<file path="src/hw/rtl/bss_pkg.sv">
package bss_pkg;

  // Entry store
  localparam int DEPTH  = 16;
  localparam int ADDR_W = (DEPTH > 1) ? $clog2(DEPTH) : 1;
  localparam int CNT_W  = $clog2(DEPTH + 1);

  // Field widths
  localparam int VAL_W   = 32;
  localparam int CAP_W   = 5;
  localparam int COUNT_W = 5;
  localparam int OUT_W   = 8;

  // Width for comparing the entry count against the capacity
  localparam int CMP_W = (CNT_W > CAP_W) ? CNT_W : CAP_W;

  localparam logic [CAP_W-1:0] CAP_RESET = 5'd16;

  typedef enum logic {
    CMD_INSERT = 1'b0,
    CMD_DELETE = 1'b1
  } bss_cmd_t;

  typedef enum logic [2:0] {
    ST_IDLE,
    ST_SEARCH,
    ST_CMP,
    ST_DECIDE,
    ST_SH_RD,
    ST_SH_WR,
    ST_PLACE,
    ST_DONE
  } bss_state_t;

endpackage

</file>
<file path="src/hw/rtl/bss_ram.sv">
module bss_ram #(
  parameter int WIDTH = 32,
  parameter int DEPTH = 16
) (
  input  logic                                       clk,
  input  logic                                       we,
  input  logic [((DEPTH > 1) ? $clog2(DEPTH) : 1)-1:0] waddr,
  input  logic [WIDTH-1:0]                           wdata,
  input  logic                                       re,
  input  logic [((DEPTH > 1) ? $clog2(DEPTH) : 1)-1:0] raddr,
  output logic [WIDTH-1:0]                           rdata
);

  logic [WIDTH-1:0] mem [DEPTH];

  always_ff @(posedge clk) begin
    if (we) begin
      mem[waddr] <= wdata;
    end
    if (re) begin
      rdata <= mem[raddr];
    end
  end

endmodule

</file>
<file path="src/hw/rtl/bounded_sorted_set.sv">
// Bounded sorted set: holds distinct signed 32-bit values in ascending order,
// at most min(capacity, 16) of them. Each input beat carries a command on
// s_axis_tuser (0 insert, 1 delete) and a value on s_axis_tdata; each command
// returns exactly one output beat with ok, the new count and the empty and
// full flags. A duplicate insert, an insert into a full set, and a delete of
// an absent value are refused with ok low and the state untouched. Lowering
// capacity below the current count drops nothing; the set simply reads full
// until enough deletes bring it under. The values sit in a single-port-write,
// registered-read RAM that one compare unit walks under a small sequencer:
// the search passes through SEARCH and CMP for each entry below the value,
// and each entry moved by an insert or delete passes through SH_RD and SH_WR.
// The block takes no new beat while a command is in progress, but it will
// start the next command while the previous result is still waiting in the
// output register. Capacity is written through cfg_wr_en/cfg_wr_data; the
// user must write it only while the block is idle, as the block itself does
// not enforce this; it resets to 16.
module bounded_sorted_set (
  input  logic                          clk,
  input  logic                          rst,
  // configuration
  input  logic                          cfg_wr_en,
  input  logic [bss_pkg::CAP_W-1:0]     cfg_wr_data,   // capacity
  // command stream
  input  logic                          s_axis_tvalid,
  output logic                          s_axis_tready,
  input  logic [bss_pkg::VAL_W-1:0]     s_axis_tdata,  // [31:0] value
  input  logic                          s_axis_tuser,  // [0] cmd
  // result stream
  output logic                          m_axis_tvalid,
  input  logic                          m_axis_tready,
  output logic [bss_pkg::OUT_W-1:0]     m_axis_tdata   // [0] ok, [5:1] count,
                                                       // [6] is_empty, [7] is_full
);

  import bss_pkg::*;

  bss_state_t state, state_next;

  logic [CAP_W-1:0] capacity;
  logic [CNT_W-1:0] used;
  logic [CNT_W-1:0] idx;
  logic [CNT_W-1:0] pos;
  bss_cmd_t         cmd;
  logic [VAL_W-1:0] val;
  logic             found;
  logic             ok;

  // output register
  logic               m_valid;
  logic               m_ok;
  logic [COUNT_W-1:0] m_count;
  logic               m_empty;
  logic               m_full;

  // RAM port
  logic              ram_we;
  logic              ram_re;
  logic [ADDR_W-1:0] ram_waddr;
  logic [ADDR_W-1:0] ram_raddr;
  logic [VAL_W-1:0]  ram_wdata;
  logic [VAL_W-1:0]  rdata;

  // derived
  logic [CMP_W-1:0]         used_ext;
  logic [CMP_W-1:0]         cap_eff;
  logic                     full;
  logic                     is_less;
  logic                     is_equal;
  logic [CNT_W-1:0]         idx_inc;
  logic [CNT_W-1:0]         idx_dec;
  logic                     scan_end;
  logic                     shift_done;
  logic                     out_free;
  logic [CNT_W+COUNT_W-1:0] count_wide;

  bss_ram #(
    .WIDTH (VAL_W),
    .DEPTH (DEPTH)
  ) u_ram (
    .clk   (clk),
    .we    (ram_we),
    .waddr (ram_waddr),
    .wdata (ram_wdata),
    .re    (ram_re),
    .raddr (ram_raddr),
    .rdata (rdata)
  );

  // Capacity above the store depth is clamped; full once used reaches it.
  assign used_ext = CMP_W'(used);
  assign cap_eff  = (CMP_W'(capacity) > CMP_W'(DEPTH)) ? CMP_W'(DEPTH) : CMP_W'(capacity);
  assign full     = (used_ext >= cap_eff);

  // Shared compare unit: entry just read against the command value.
  assign is_less  = ($signed(rdata) < $signed(val));
  assign is_equal = (rdata == val);

  assign idx_inc  = idx + CNT_W'(1);
  assign idx_dec  = idx - CNT_W'(1);
  assign scan_end = (idx == used);

  // Insert moves entries up from the top down to pos; delete moves them
  // down from pos towards the top.
  assign shift_done = (cmd == CMD_INSERT) ? (idx == pos) : (idx_inc >= used);

  assign out_free   = !m_valid || m_axis_tready;
  assign count_wide = {{COUNT_W{1'b0}}, used};

  // Next state
  always_comb begin
    state_next = state;
    case (state)
      ST_IDLE: begin
        if (s_axis_tvalid) begin
          state_next = ST_SEARCH;
        end
      end
      ST_SEARCH: begin
        state_next = scan_end ? ST_DECIDE : ST_CMP;
      end
      ST_CMP: begin
        state_next = is_less ? ST_SEARCH : ST_DECIDE;
      end
      ST_DECIDE: begin
        if (cmd == CMD_INSERT) begin
          state_next = (full || found) ? ST_DONE : ST_SH_RD;
        end else begin
          state_next = found ? ST_SH_RD : ST_DONE;
        end
      end
      ST_SH_RD: begin
        state_next = shift_done ? ST_PLACE : ST_SH_WR;
      end
      ST_SH_WR: begin
        state_next = ST_SH_RD;
      end
      ST_PLACE: begin
        state_next = ST_DONE;
      end
      ST_DONE: begin
        if (out_free) begin
          state_next = ST_IDLE;
        end
      end
      default: begin
        state_next = ST_IDLE;
      end
    endcase
  end

  // Sequencer outputs
  always_comb begin
    s_axis_tready = 1'b0;
    ram_re        = 1'b0;
    ram_raddr     = idx[ADDR_W-1:0];
    ram_we        = 1'b0;
    ram_waddr     = idx[ADDR_W-1:0];
    ram_wdata     = rdata;
    case (state)
      ST_IDLE: begin
        s_axis_tready = 1'b1;
      end
      ST_SEARCH: begin
        ram_re    = !scan_end;
        ram_raddr = idx[ADDR_W-1:0];
      end
      ST_SH_RD: begin
        ram_re    = !shift_done;
        ram_raddr = (cmd == CMD_INSERT) ? idx_dec[ADDR_W-1:0] : idx_inc[ADDR_W-1:0];
      end
      ST_SH_WR: begin
        ram_we    = 1'b1;
        ram_waddr = idx[ADDR_W-1:0];
        ram_wdata = rdata;
      end
      ST_PLACE: begin
        ram_we    = (cmd == CMD_INSERT);
        ram_waddr = pos[ADDR_W-1:0];
        ram_wdata = val;
      end
      default: begin
        s_axis_tready = 1'b0;
      end
    endcase
  end

  // Registers
  always_ff @(posedge clk) begin
    if (rst) begin
      state    <= ST_IDLE;
      capacity <= CAP_RESET;
      used     <= '0;
      m_valid  <= 1'b0;
    end else begin
      state <= state_next;

      if (cfg_wr_en) begin
        capacity <= cfg_wr_data;
      end

      // drop the result once taken; in ST_DONE the new result replaces it
      if (m_valid && m_axis_tready && (state != ST_DONE)) begin
        m_valid <= 1'b0;
      end

      case (state)
        ST_IDLE: begin
          if (s_axis_tvalid) begin
            cmd <= bss_cmd_t'(s_axis_tuser);
            val <= s_axis_tdata;
            idx <= '0;
            ok  <= 1'b0;
          end
        end
        ST_SEARCH: begin
          // ran past the last entry: the value is not held
          if (scan_end) begin
            found <= 1'b0;
          end
        end
        ST_CMP: begin
          if (is_less) begin
            idx <= idx_inc;
          end else begin
            found <= is_equal;
          end
        end
        ST_DECIDE: begin
          pos <= idx;
          // insert shifts from the top slot downwards
          if (cmd == CMD_INSERT) begin
            idx <= used;
          end
        end
        ST_SH_WR: begin
          idx <= (cmd == CMD_INSERT) ? idx_dec : idx_inc;
        end
        ST_PLACE: begin
          ok   <= 1'b1;
          used <= (cmd == CMD_INSERT) ? (used + CNT_W'(1)) : (used - CNT_W'(1));
        end
        ST_DONE: begin
          if (out_free) begin
            m_valid <= 1'b1;
            m_ok    <= ok;
            m_count <= count_wide[COUNT_W-1:0];
            m_empty <= (used == '0);
            m_full  <= full;
          end
        end
        default: begin
          idx <= idx;
        end
      endcase
    end
  end

  assign m_axis_tvalid = m_valid;
  assign m_axis_tdata  = {m_full, m_empty, m_count, m_ok};

endmodule

</file>
<file path="config.mk">
export PLATFORM = sky130hd
export DESIGN_NAME = bounded_sorted_set
export DESIGN_NICKNAME = d
export VERILOG_FILES = /design/src/hw/rtl/bss_pkg.sv /design/src/hw/rtl/bss_ram.sv /design/src/hw/rtl/bounded_sorted_set.sv
export SDC_FILE = /design/constraint.sdc
export NUM_CORES = 1
export LEC_CHECK = 0
export BUFFER_PORTS_ARGS = -buffer_cell sky130_fd_sc_hd__buf_2
export CORE_ASPECT_RATIO = 1.75
export CORE_UTILIZATION = 40
export DETAILED_ROUTE_END_ITERATION = 10
export SLEW_MARGIN = 40
export SYNTH_ARGS = -nofsm -noshare
export SYNTH_HDL_FRONTEND = slang
export SYNTH_SLANG_ARGS = --single-unit
</file>
<file path="constraint.sdc">
create_clock -name clk -period 7.1 [get_ports clk]
set_clock_uncertainty 0.2 [all_clocks]
set_input_delay 0.71 -clock clk [delete_from_list [all_inputs] [get_ports clk]]
set_output_delay 0.71 -clock clk [all_outputs]
set_load 0.005 [all_outputs]
</file>
; ---- After elaboration in Yosys (flattened, before gate mapping)
; Memories as Yosys holds them, arrays and structs flattened. A register that Yosys moved wholly into a read port is not among the register bits.
; Cells that the tools add are included.
[op_classes]
addsub = 4
n_lt_le_gt_ge = 4
eq_ne = 17
mux = 34
bitwise_logic = 2
reduce_logical = 19
[ops]
columns = op, count
row1 = $eq A32 B32 Y1, 1
row2 = $lt A32 B32 Y1, 1
row3 = $mux W32, 1
row4 = $mux W5, 6
row5 = $pmux W3 S8, 1
row6 = $pmux W5 S4, 1
row7 = $eq A3 B3 Y1 const B, 4
row8 = $mux W4, 3
row9 = $ne A2 B2 Y1 const B, 6
row10 = $mux W1, 11
row11 = $add A5 B1 Y5 const B, 2
row12 = $eq A5 B5 Y1, 2
row13 = $ge A5 B5 Y1, 2
row14 = $mux W2, 5
row15 = $sub A5 B1 Y5 const B, 2
row16 = $reduce_and A3 Y1, 3
row17 = $pmux W1 S2, 4
row18 = $eq A3 B2 Y1 const B, 2
row19 = $mux W3, 2
row20 = $gt A5 B5 Y1 const B, 1
row21 = $logic_not A5 Y1, 1
row22 = $reduce_and A5 Y1, 1
row23 = $reduce_and A2 Y1, 2
row24 = $reduce_and A4 Y1, 1
row25 = other kinds (9), 15
[totals]
reg_bits = 67
ram_bits = 512
out_inout_bits = 10
mem_count = 1
[memory_table]
columns = name, depth, width, rd, rd_clocked_by_memory_dff, write_ports, line_no
row1 = u_ram.mem, 16, 32, 1, 1, 1, bss_ram.sv:14  ; logic [WIDTH-1:0] mem [DEPTH];

; ---- Logic depth before layout (Yosys ltp)
[depth]
ltp_word = 7
ltp_mapped = 11

; ---- Cells and area by module
; Synthesis repeated with hierarchy kept, for this count alone.
[unflattened]
cells_unflattened = 1289
area_unflattened_um2 = 24413.4
[by_module_without_submodules]
columns = module, instances, cells_per_inst, area_each_um2, seq_area_each_um2
row1 = bss_ram, 1, 838, 20155.6, 16335.7
row2 = bounded_sorted_set, 1, 451, 4257.8, 1871.8

; ---- Least setup slack after synthesis
; Ideal clock, no wire load.
[synth_path]
path_kind = reg-to-reg
startpoint = register idx[0]
endpoint = register u_ram.rdata[0], read port of u_ram.mem, enable pin
setup_ns = 0.421
arrival_ns = 3.171
path_slack_ns = 3.308
stages_incl_launch_ff = 11
n_path_buf = 1
synth_period_minus_slack_ns = 3.792
path_cell_list = edfxtp_1 -> buf_2 -> inv_1 -> ha_1 -> ha_1 -> nand2_1 -> o21ai_0 -> nand4_1 -> o211ai_1 -> o22a_1 -> nor2_1
[synth_between]
elab_chain_len = 5
word_cells_on_any_way = 11
classes_between = add/sub (2) / order compare (1) / eq/ne (2) / mux (4) / reduce/logical (2)
[synth_lines]
columns = item, line_no
row1 = from (decl), bounded_sorted_set.sv:41  ; logic [CNT_W-1:0] idx;
row2 = from (signal assigned), bounded_sorted_set.sv:223  ; idx <= idx_inc;
row3 = from (signal assigned), bounded_sorted_set.sv:232  ; idx <= used;
row4 = from (signal assigned), bounded_sorted_set.sv:236  ; idx <= (cmd == CMD_INSERT) ? idx_dec : idx_inc;
row5 = $add A5 B1 Y5, bounded_sorted_set.sv:98  ; assign idx_inc = idx + CNT_W'(1);
row6 = $ge A5 B5 Y1, bounded_sorted_set.sv:104  ; assign shift_done = (cmd == CMD_INSERT) ? (idx == pos) : (idx_inc >= used);
row7 = $mux W1, bounded_sorted_set.sv:104
row8 = $logic_not A1 Y1, bounded_sorted_set.sv:168  ; ram_re = !shift_done;
row9 = $pmux W1 S2 *, bounded_sorted_set.sv:159  ; case (state)
row10 = named net ram_re, bounded_sorted_set.sv:57  ; logic ram_re;
row11 = to (decl), bss_ram.sv:11  ; output logic [WIDTH-1:0] rdata
; The timed path passes the listed nets; every way through them passes the cells marked *.
; A chain may end at the register's enable or synchronous reset.

; ---- Worst setup path in the final report
[layout_path]
startpoint = register state[0]
endpoint = memory u_ram.mem[12][5], enable pin
[layout_between]
elab_chain_len = 4
word_cells_on_any_way = 6
classes_between = eq/ne (2) / mux (4)
[layout_lines]
columns = item, line_no
row1 = from (decl), bounded_sorted_set.sv:37  ; bss_state_t state, state_next;
row2 = from (signal assigned), bounded_sorted_set.sv:195  ; state <= state_next;
row3 = $eq A3 B3 Y1, bounded_sorted_set.sv:159
row4 = $pmux W1 S2, bounded_sorted_set.sv:159
row5 = $mux W1, bss_ram.sv:17  ; if (we) begin
row6 = $mux W1 (not written as such), bss_ram.sv:18  ; mem[waddr] <= wdata;
row7 = to (decl), bss_ram.sv:14
; Parallel ways exist; a longest one is shown, timed or not.

==> impl_metrics.py <==
metrics = {
    "power": {
        "p_int_mw": 7.37,
        "leakage_nw": 9.34,
        "ir_drop_uv": 205,
        "pwr-share-seq": 0.458,
        "p_sw_mw": 3.00,
        "power_frac_clock": 0.303,
        "p_per_area_nw_per_um2": 367,
        "comb_power_share": 0.240,
        "p_sw_frac": 0.289,
        "power.total_mw": 10.4,
    },
    "setup_path": {
        "slowest_delay_ps": 830,
        "cp_max_fo": 33,
        "end_kind": "flip-flop",
        "worstPathCellList": "or2_2 > clkinv_1 > nor3_1 > a31oi_2 > nor2_4 > buf_4",
        "path_buf_inv": 2,
        "start_kind": "flip-flop",
        "required_ps": 7160,
        "arrival_ps": 4240,
        "worstSetupPathType": "reg2reg",
        "cp_slowest_cell": "dfxtp_1",
        "critPathTopFamily": "simple AND/OR/NAND/NOR gates",
    },
    "logic_synthesis": {
        "synth_top_cell_area_share": 0.727,
        "ys_warn_count": 0,
        "avgSynthCellArea_um2": 18.8,
        "ys_seq_elements": 611,
        "syn-num-nets": 1403,
        "synth_edf_count": 597,
        "syn_inst": 1312,
        "yosys.area.top_type": "edfxtp_1",
        "yosysSeqAreaShare": 0.739,
        "synthFlopType": "edfxtp_1",
        "synth.distinct_cells": 55,
        "synth_area_leaders": "edfxtp_1, mux4_2, ha_1",
        "synthesis.area_um2": 24700,
        "ys_async_sr_fraction": 0,
    },
    "run_status": {
        "status": "completed",
    },
    "route": {
        "met3_length_mm": 2.26,
        "wl_met2_mm": 31.3,
        "routedWlPerCell_um": 25.8,
        "top_layer": "met4",
        "ant_nets": 0,
        "first_iter_violations": 1033,
        "vias": 12500,
        "drt_wl_total_mm": 58.0,
        "vias_per_cell": 5.56,
        "wl_met1_mm": 22.4,
        "firstDrtPassIters": 5,
        "drc": 0,
    },
    "die": {
        "start_util": 0.403,
        "rows": 120,
        "dieArea_um2": 62700,
        "die_w_um": 190,
        "core_um2": 61100,
        "die_h_um": 330,
        "pin_count": 53,
    },
    "clock_tree": {
        "clockBufferDepth": 3,
        "worstSkewPairLatency_ps": 620,
        "post_cts_buffers": 0,
        "ctsResizeCount": 0,
        "htreeDepth": 2,
        "cts_tree": "done",
        "clkTransAtPathRegs_ps": 70,
        "numCtsBuffers": 54,
        "postCtsHoldBufs": 0,
        "clock-sinks": 611,
        "cts-root-buf": "clkbuf_16",
    },
    "finish": {
        "synthToLayoutAreaGrowth_pct": 14.6,
        "multi_input_area_um2": 6060,
        "final_cell_mix": "edfxtp_1, mux4_2, nand2_1",
        "instances_no_fill": 2251,
        "seq_area_um2": 18200,
        "antenna_cells": 0,
        "drive_above_1_share": 0.253,
        "fill_cells": 5080,
        "nets": 1504,
        "final_common_cell": "edfxtp_1",
    },
    "global_route": {
        "grt_pass1_vias": 13000,
        "grt_max_degree": 104,
        "antenna_found_initial": 0,
        "overflow": 0,
        "grt_first_pass_wirelength_mm": 85.5,
        "grt_usage": 0.189,
    },
    "placed_design": {
        "gp_congestion": 0.822,
        "dp.cells": 2150,
        "io_buffers": 52,
        "hpwl_mm": 32.7,
    },
    "sta": {
        "timing_hold_violations_final": 0,
        "setup_viol": 0,
        "tightest_slew_ps": 872,
        "rsz0062_at_grt": "false",
        "slew_violations": 0,
        "max_freq_mhz": 240,
        "fin_crit_sh": 0.587,
        "max-slew-margin-rel": 0.418,
        "setup_tns_ps": 0,
        "min_period_ps": 4170,
    },
    "flow_run": {
        "cap_viol_max_count": 0,
    },
    "min_path": {
        "min_path_type": "in2reg",
    },
}
-- metrics by stage --
step | utilization | setup slack, ps | area, µm² | hold WS (ps)
after floorplan | - | 3310 | 24700 | 200
after global placement | 0.426 | 2700 | 26000 | 207
after detailed placement | 0.431 | 2970 | 26300 | 217
after CTS | 0.462 | 2940 | 28200 | 30.3
after global routing | 0.462 | 2640 | 28200 | 40.1
final | 0.462 | 2930 | 28200 | 63.5
-- path summary, 6_finish.rpt --
kind                            slack (ps)  cells past startpoint        startpoint                to
worst min register to register         230                      0                ok              m_ok
worst max register to register        2930                      6          state[0]  u_ram.mem[12][5]
worst min-delay path                    60                      1  s_axis_tdata[17]           val[17]
worst max-delay path                  2930                      6          state[0]  u_ram.mem[12][5]
-- sequential cells by signal (all words and copies together), names as in the netlist --
register,cells
val,32
m_ok,1
ok,1
cmd,1
found,1
state,3
u_ram.mem,512
m_full,1
m_count,5
capacity,5
pos,5
used,5
m_empty,1
idx,5
u_ram.rdata,32
m_axis_tvalid,1
-- per-layer routing --
layer	GRT usage	up-vias
li1	-	5477
met1	0.229	6562
met2	0.345	365
met3	0.0200	110
met4	0.0728	0
met5	0	-
-- cell families after synthesis --
family / share of synthesized area
AND/OR/NAND/NOR: 0.0374
XOR/XNOR: 0.00858
multiplexers: 0.119
adder cells (fa/ha/maj): 0.0247
buffers and inverters: 0.0253
flip-flops: 0.739
AO/OA/AOI/OAI: 0.0461
-- power groups by stage --
stage	Sequential [mW]	Clock (mW)	Combinational, mW
after floorplan	4.75	0	1.77
after global placement	4.82	0	2.41
after detailed placement	4.83	0	2.51
after CTS	4.75	3.20	2.52
after global routing	4.77	3.32	2.71
final	4.75	3.14	2.49
-- cell type report --
type | instances | area share
Sequential cell | 611 | 0.645
Inverter | 52 | 0.00691
Clock buffer | 58 | 0.0484
Timing Repair Buffer | 112 | 0.0316
Tap cell | 793 | 0.0351
Clock inverter | 43 | 0.0189
Multi-Input combinational cell | 582 | 0.215
-- synthesized netlist by cell type (all sizes together), types with 4 or more instances --
master  count
nor3        9
nand4      10
xor2        7
a211oi      4
dfxtp      14
nor2b       6
a21oi      28
a22oi      64
buf        51
mux4      128
nor2       50
inv        51
mux2i       6
o211ai      4
clkbuf     16
nand2b     10
xnor2      15
ha         47
nand3       9
o21ai      45
nand2      93
edfxtp    597
nor4        4
a31oi       6
Note: power is estimated with default switching activity, not from simulation.
